==> config.mk <==
export PLATFORM = sky130hd
export DESIGN_NAME = sms_tpdu_field_parser
export DESIGN_NICKNAME = d
export VERILOG_FILES = /design/src/sv/stfp_pkg.sv /design/src/sv/sms_tpdu_field_parser.sv
export SDC_FILE = /design/constraint.sdc
export NUM_CORES = 1
export LEC_CHECK = 0
export BUFFER_PORTS_ARGS = -buffer_cell sky130_fd_sc_hd__buf_4
export CAP_MARGIN = 20
export CORE_MARGIN = 2
export CORE_UTILIZATION = 35
export DETAILED_ROUTE_END_ITERATION = 12
export PLACE_DENSITY = 0.62
export RECOVER_POWER = 100
export SLEW_MARGIN = 40
export SYNTH_ARGS = -nofsm -noshare
export SYNTH_HDL_FRONTEND = slang
export SYNTH_SLANG_ARGS = --single-unit
==> constraint.sdc <==
create_clock -name clock -period 4.3 [get_ports clock]
set_clock_uncertainty 0.05 [all_clocks]
set_input_delay 1.29 -clock clock [delete_from_list [all_inputs] [get_ports clock]]
set_output_delay 1.29 -clock clock [all_outputs]
set_load 0.05 [all_outputs]
==> src/sv/stfp_pkg.sv <==
// Types and constants shared by the SMS TPDU field parser.
package stfp_pkg;

   typedef enum logic [3:0] {
      PH_HDR   = 4'd0,
      PH_MR    = 4'd1,
      PH_ALEN  = 4'd2,
      PH_ATYPE = 4'd3,
      PH_ADDR  = 4'd4,
      PH_PID   = 4'd5,
      PH_DCS   = 4'd6,
      PH_VP    = 4'd7,
      PH_SCTS  = 4'd8,
      PH_DT    = 4'd9,
      PH_ST    = 4'd10,
      PH_UDL   = 4'd11,
      PH_UDHL  = 4'd12,
      PH_UDH   = 4'd13,
      PH_PAY   = 4'd14,
      PH_TRAIL = 4'd15
   } phase_type;

   typedef enum logic [1:0] {
      KIND_DELIVER  = 2'd0,
      KIND_SUBMIT   = 2'd1,
      KIND_STATUS   = 2'd2,
      KIND_RESERVED = 2'd3
   } kind_type;

   typedef enum logic [1:0] {
      ST_OK    = 2'd0,
      ST_SHORT = 2'd1,
      ST_TRUNC = 2'd2
   } status_type;

   localparam logic [1:0] VPF_NONE     = 2'd0;
   localparam logic [1:0] VPF_RELATIVE = 2'd2;
   localparam int         UDHI_BIT     = 6;
   localparam logic [7:0] VP_LONG_LEN  = 8'd7;
   localparam logic [7:0] TS_LEN       = 8'd7;
   localparam logic [7:0] ONE_LEN      = 8'd1;
   localparam logic [7:0] OFFSET_MAX   = 8'hFF;

   typedef struct packed {
      logic [7:0] byte_in;
      logic       pdu_last;
   } req_payload_type;

   typedef struct packed {
      logic [3:0] field_code;
      logic [7:0] byte_value;
      logic [7:0] field_offset;
      logic [1:0] pdu_kind;
      logic [1:0] parse_status;
      logic       pdu_end;
   } rsp_payload_type;

endpackage

==> src/sv/sms_tpdu_field_parser.sv <==
// SMS TPDU field parser: tags each octet with its field, offset, PDU kind and status.
//
// Usage: feed the TPDU one octet per transaction on the req_ channel, with
// pdu_last set on the final octet; the next octet after it starts a new PDU.
// Every accepted octet yields exactly one transaction on the rsp_ channel,
// carrying the field code, the octet, its offset within the field
// (saturating at 255), the PDU kind from the header's two low bits, and on
// the last octet the parse status (ok, too short, truncated).
// Each result is registered: it enters the result register, or the skid entry
// while that register is held. Throughput is one octet per cycle while req_ready
// is high, set by the tagging state registers updated on every accepted octet.
// The result register is backed by a one-entry skid buffer, so one more
// octet is accepted while a result waits; req_ready drops only while the
// skid entry is occupied, and both entries hold their contents until taken.
// Reset empties both entries and returns the parser to expect a header octet.
module sms_tpdu_field_parser
   import stfp_pkg::*;
(
   input  logic            clock,
   input  logic            reset,
   input  logic            req_valid,
   output logic            req_ready,
   input  req_payload_type req_payload,
   output logic            rsp_valid,
   input  logic            rsp_ready,
   output rsp_payload_type rsp_payload
);

   phase_type       phase_ff, phase_in, fd_phase;
   logic [7:0]      bytes_left_ff, bytes_left_in, fd_len;
   logic [7:0]      offset_ff, offset_in, offset_inc, bl_dec;
   logic [7:0]      header_ff, header_in;
   logic [8:0]      alen_sum;
   kind_type        kind;
   status_type      status;
   logic            push, pop;
   logic            main_vld_ff, skid_vld_ff;
   rsp_payload_type main_ff, skid_ff, result;

   assign push      = req_valid && req_ready;
   assign pop       = main_vld_ff && rsp_ready;
   assign req_ready = !skid_vld_ff;
   assign rsp_valid = main_vld_ff;
   assign rsp_payload = main_ff;

   always_comb begin
      header_in  = (phase_ff == PH_HDR) ? req_payload.byte_in : header_ff;
      kind       = kind_type'(header_in[1:0]);
      alen_sum   = {1'b0, req_payload.byte_in} + 9'd1;
      offset_inc = (offset_ff != OFFSET_MAX) ? offset_ff + 8'd1 : offset_ff;
      bl_dec     = (bytes_left_ff != 8'd0) ? bytes_left_ff - 8'd1 : 8'd0;

      fd_phase = phase_ff;
      fd_len   = bytes_left_ff;
      case (phase_ff)
         PH_HDR: begin
            if (kind == KIND_DELIVER) begin
               fd_phase = PH_ALEN; fd_len = ONE_LEN;
            end else if (kind == KIND_RESERVED) begin
               fd_phase = PH_PAY; fd_len = 8'd0;
            end else begin
               fd_phase = PH_MR; fd_len = ONE_LEN;
            end
         end
         PH_MR: begin
            fd_phase = PH_ALEN; fd_len = ONE_LEN;
         end
         PH_ALEN: begin
            fd_phase = PH_ATYPE; fd_len = alen_sum[8:1];
         end
         PH_ATYPE, PH_ADDR: begin
            if (phase_ff == PH_ATYPE && bytes_left_ff != 8'd0) begin
               fd_phase = PH_ADDR; fd_len = bytes_left_ff;
            end else if (kind == KIND_STATUS) begin
               fd_phase = PH_SCTS; fd_len = TS_LEN;
            end else begin
               fd_phase = PH_PID; fd_len = ONE_LEN;
            end
         end
         PH_PID: begin
            fd_phase = PH_DCS; fd_len = ONE_LEN;
         end
         PH_DCS: begin
            if (kind == KIND_SUBMIT) begin
               if (header_in[4:3] == VPF_RELATIVE) begin
                  fd_phase = PH_VP; fd_len = ONE_LEN;
               end else if (header_in[4:3] != VPF_NONE) begin
                  fd_phase = PH_VP; fd_len = VP_LONG_LEN;
               end else begin
                  fd_phase = PH_UDL; fd_len = ONE_LEN;
               end
            end else begin
               fd_phase = PH_SCTS; fd_len = TS_LEN;
            end
         end
         PH_VP: begin
            fd_phase = PH_UDL; fd_len = ONE_LEN;
         end
         PH_SCTS: begin
            if (kind == KIND_STATUS) begin
               fd_phase = PH_DT; fd_len = TS_LEN;
            end else begin
               fd_phase = PH_UDL; fd_len = ONE_LEN;
            end
         end
         PH_DT: begin
            fd_phase = PH_ST; fd_len = ONE_LEN;
         end
         PH_ST: begin
            fd_phase = PH_TRAIL; fd_len = 8'd0;
         end
         PH_UDL: begin
            if (header_in[UDHI_BIT]) begin
               fd_phase = PH_UDHL; fd_len = ONE_LEN;
            end else begin
               fd_phase = PH_PAY; fd_len = 8'd0;
            end
         end
         PH_UDHL: begin
            if (req_payload.byte_in != 8'd0) begin
               fd_phase = PH_UDH; fd_len = req_payload.byte_in;
            end else begin
               fd_phase = PH_PAY; fd_len = 8'd0;
            end
         end
         PH_UDH: begin
            fd_phase = PH_PAY; fd_len = 8'd0;
         end
         default: begin
            fd_phase = phase_ff;
            fd_len   = bytes_left_ff;
         end
      endcase

      phase_in      = phase_ff;
      bytes_left_in = bytes_left_ff;
      offset_in     = offset_ff;
      if (phase_ff == PH_PAY || phase_ff == PH_TRAIL) begin
         offset_in = offset_inc;
      end else if (phase_ff == PH_HDR || phase_ff == PH_ALEN ||
                   phase_ff == PH_ATYPE || phase_ff == PH_UDHL) begin
         phase_in      = fd_phase;
         bytes_left_in = fd_len;
         offset_in     = 8'd0;
      end else if (bl_dec == 8'd0) begin
         phase_in      = fd_phase;
         bytes_left_in = fd_len;
         offset_in     = 8'd0;
      end else begin
         bytes_left_in = bl_dec;
         offset_in     = offset_inc;
      end

      status = ST_OK;
      if (req_payload.pdu_last) begin
         if (phase_ff == PH_HDR) begin
            status = ST_SHORT;
         end else if (phase_in != PH_PAY && phase_in != PH_TRAIL) begin
            status = ST_TRUNC;
         end
         phase_in      = PH_HDR;
         bytes_left_in = 8'd0;
         offset_in     = 8'd0;
      end

      result.field_code   = phase_ff;
      result.byte_value   = req_payload.byte_in;
      result.field_offset = offset_ff;
      result.pdu_kind     = kind;
      result.parse_status = status;
      result.pdu_end      = req_payload.pdu_last;
   end

   always_ff @(posedge clock) begin
      if (reset) begin
         phase_ff      <= PH_HDR;
         bytes_left_ff <= 8'd0;
         offset_ff     <= 8'd0;
         header_ff     <= 8'd0;
      end else if (push) begin
         phase_ff      <= phase_in;
         bytes_left_ff <= bytes_left_in;
         offset_ff     <= offset_in;
         header_ff     <= header_in;
      end
   end

   always_ff @(posedge clock) begin
      if (reset) begin
         main_vld_ff <= 1'b0;
         skid_vld_ff <= 1'b0;
      end else if (!main_vld_ff || pop) begin
         if (skid_vld_ff) begin
            main_vld_ff <= 1'b1;
            skid_vld_ff <= 1'b0;
         end else begin
            main_vld_ff <= push;
         end
      end else if (push) begin
         skid_vld_ff <= 1'b1;
      end
   end

   always_ff @(posedge clock) begin
      if (!main_vld_ff || pop) begin
         main_ff <= skid_vld_ff ? skid_ff : result;
      end else if (push) begin
         skid_ff <= result;
      end
   end

   a_skid_needs_main: assert property (@(posedge clock) disable iff (reset)
      skid_vld_ff |-> main_vld_ff)
      else $error("skid entry held while result register empty");

   a_status_only_at_end: assert property (@(posedge clock) disable iff (reset)
      rsp_valid && !rsp_payload.pdu_end |-> rsp_payload.parse_status == ST_OK)
      else $error("parse status reported before last octet");

   a_header_after_last: assert property (@(posedge clock) disable iff (reset)
      push && req_payload.pdu_last |=> phase_ff == PH_HDR)
      else $error("parser not back at header after last octet");

   a_header_offset_zero: assert property (@(posedge clock) disable iff (reset)
      rsp_valid && rsp_payload.field_code == PH_HDR |-> rsp_payload.field_offset == 8'd0)
      else $error("header octet tagged with nonzero offset");

endmodule

==> metrics.csv <==
metric,value,unit
run status,"complete, but fails checks",
failing checks,max-capacitance violations,
#FFs+latches synth,77,
Initial Util,35.9,%
placed cell areas,4550,sq um
PostCTS Resize Cnt,0,
RSZ-0062 raised after global routing,false,
Site Rows,39,
max-capacitance violation count,1,
Die Ht,112,um
latest clock arrival within the worst-skew pair,0.34,ns
"Seq/Total Area, Yosys",49.6,%
design area,4640,sq um
IO Pins,40,
CTS sink cnt,77,
port bufs,39,
crit share post-route,86.5,%
max incr delay on CP,0.76,ns
vias in the first global route,3248,
Final Wtd Congestion,0.908,
Hold Path End,header_ff[4]$_SDFFE_PP0P_,
Die W,112,um
Worst Path Buf+Inv,1,
antenna diode count,0,
post-synth cell types,71,
CP endpoint kind,flop,
Area growth syn-to-layout,12.9,%
CTS tree,built,
Syn Nets,427,
Root Buffer,clkbuf_16,
Worst slew margin,0.474,%
r2r worst-path depth,8,
global-route wire length before repair,16.8,mm
leakage,1.59,nW
H-Tree Depth,3,
CP max FO,10,
slowest cell on the critical path,a311oi_1,
Post-Syn Instances,407,
Setup Buffers After CTS,0,
post-route setup slack,0.582,ns
antenna violations before repair,0,
largest net degree at the start of global routing,28,
VDD IR max,253,uV
Tmin final,3.72,ns
crit path DAT,3.89,ns
share of cells above drive strength 1,9.66,%
Die ar.,12600,sq um
core area,11500,sq um
total number of vias,3475,
antenna-violating nets left,0,
r2r setup slk,0.58,ns
Initial DRC Count,414,
dominant synthesized flop cell,edfxtp_1,
drt wl/cell,17.5,um
pre-CTS setup slack,0.894,ns
Worst Hold Slack,0.405,ns
post-route insts no fill,588,
DRC Markers,0,
final core utilization,40.5,%
Post-Route WL,10.3,mm
total chip power,2.03,mW
Post-synth ARST share,0,%
warnings from Yosys,0,
Pre-antenna DRT Iters,6,
final hold violations,0,
Via density,5.91,
worst path cell trace,inv_1 > ha_1 > or4b_4 > or4_4 > a311oi_1 > nor2_4 > or3_1 > a32o_1,
Hold WC Path Type,reg -> reg,
CTS Buf Count,9,
# setup viols final,0,
clock-pin slew on the worst setup and hold paths,0.05,ns
Power Density,437,nW/um^2
placed insts,572,
DP HPWL,7.16,mm
WS Path Type,reg -> reg,
Hold Crit Start,header_ff[4]$_SDFFE_PP0P_,
hold depth,2,
global route overflow,0,
max-slew violations,0,
family with the most delay on the worst path,simple AND/OR/NAND/NOR gates,
"Hold-fix buffers, CTS",0,
aggregate global-route resource usage,16.4,%
Startpoint Class,flop,
Netlist Area Pre-Place,4110,sq um
setup_tns,0,ns
Fmax achieved,269,MHz
CP Data Required Time,4.47,ns
Mapped Avg Cell Area,10.1,sq um
FF-to-FF End,bytes_left_ff[6]$_SDFFE_PP0P_,
worst-margin pin slew,1.49,ns
fillers,1124,
Worst R2R Start,bytes_left_ff[1]$_SDFFE_PP0P_,
"EDFF count, synth",50,
CTS Buffer Depth,2,
Final nets,460,
worst min-delay path, stage by stage, from the launching register on:
cell	delay, ns
dfxtp_1	0.30
nand2_1	0.05
a21oi_1	0.05
cell usage in the layout, fill, tap and decap left out, types with 4 or more instances in the layout:
master,n
a211oi_1,4
a21oi_1,29
a22o_1,4
a31oi_1,11
a32o_1,4
clkbuf_1,46
clkbuf_16,9
dfxtp_1,27
edfxtp_1,50
ha_1,7
inv_1,14
mux2_2,18
nand2_1,36
nand2b_1,4
nand3_1,16
nand4_1,5
nor2_1,28
nor2b_1,5
nor3_1,10
o21ai_0,22
o22ai_1,7
xnor2_1,4
worst max-delay path by stage:
stage                                  start                            end  slack (ns)  cells past startpoint
2_1_floorplan                      rsp_ready           skid_ff[0]$_DFFE_PP_        0.70                      2
3_3_place_gp                  req_payload[2]       phase_ff[0]$_SDFFE_PP0P_        0.83                      9
3_5_place_dp                  req_payload[2]       phase_ff[0]$_SDFFE_PP0P_        0.89                      9
4_1_cts        bytes_left_ff[1]$_SDFFE_PP0P_  bytes_left_ff[6]$_SDFFE_PP0P_        1.03                      8
5_1_grt        bytes_left_ff[1]$_SDFFE_PP0P_  bytes_left_ff[6]$_SDFFE_PP0P_        0.45                      8
6_report       bytes_left_ff[1]$_SDFFE_PP0P_  bytes_left_ff[6]$_SDFFE_PP0P_        0.58                      8
metal layers:
| layer | vias up | GRT usage, % | wire length [um] | share of wire, % |
|---|---|---|---|---|
| met5 | - | 0 | 0 | 0 |
| met3 | 25 | 2.54 | 556 | 5.4 |
| met4 | 0 | 9.84 | 371 | 3.6 |
| met1 | 1694 | 23.0 | 4800 | 47 |
| li1 | 1624 | - | - | - |
| met2 | 132 | 24.0 | 4570 | 44 |
Yosys cell counts (all sizes together), types with 4 or more instances:
library cell  number  area share [%]
a211oi             4            0.73
o22ai              7             1.1
nor3              10             1.2
mux2              18             4.9
clkbuf            22             2.0
xnor2              4            0.85
nor2              29             2.8
nand2             36             3.3
nand4              5            0.76
inv               14             1.3
nand3             16             1.9
a22o               4            0.85
edfxtp            50              36
a31oi             11             1.7
dfxtp             27              13
nor2b              5            0.76
buf                4            0.55
o21ai             24             2.9
a21oi             29             3.5
ha                 7             2.1
nand2b             4            0.61
a32o               4            0.97
final cells by class:
cell class / instances / area (sq um) / area share (%)
clock inverter: 5 / 52.6 / 1.13
timing repair buffer: 48 / 195 / 4.20
clock buffer: 11 / 233 / 5.01
inverter: 15 / 56.3 / 1.21
multi-input combinational: 289 / 1890 / 40.6
tap: 143 / 179 / 3.85
sequential: 77 / 2040 / 44.0
power by group:
part	internal [mW]	switching, mW	leakage (nW)
registers	0.835	0.0252	0.719
logic	0.134	0.305	0.732
clock network	0.446	0.284	0.141
total	1.42	0.614	1.59
kinds of logic after synthesis:
| group | synth area share [%] |
|---|---|
| adder cells (fa/ha/maj) | 2.13 |
| XOR/XNOR | 1.06 |
| buffers and inverters | 3.92 |
| multiplexers | 5.66 |
| AO/OA/AOI/OAI | 19.9 |
| flip-flops | 49.6 |
| AND/OR/NAND/NOR | 17.7 |
sequential cells by signal, summed over array words and instances, names as in the netlist:
signal	flops
rsp_payload	25
skid_ff	25
bytes_left_ff	8
offset_ff	8
header_ff	5
phase_ff	4
rsp_valid	1
skid_vld_ff	1
(Power assumes the default switching activity.)
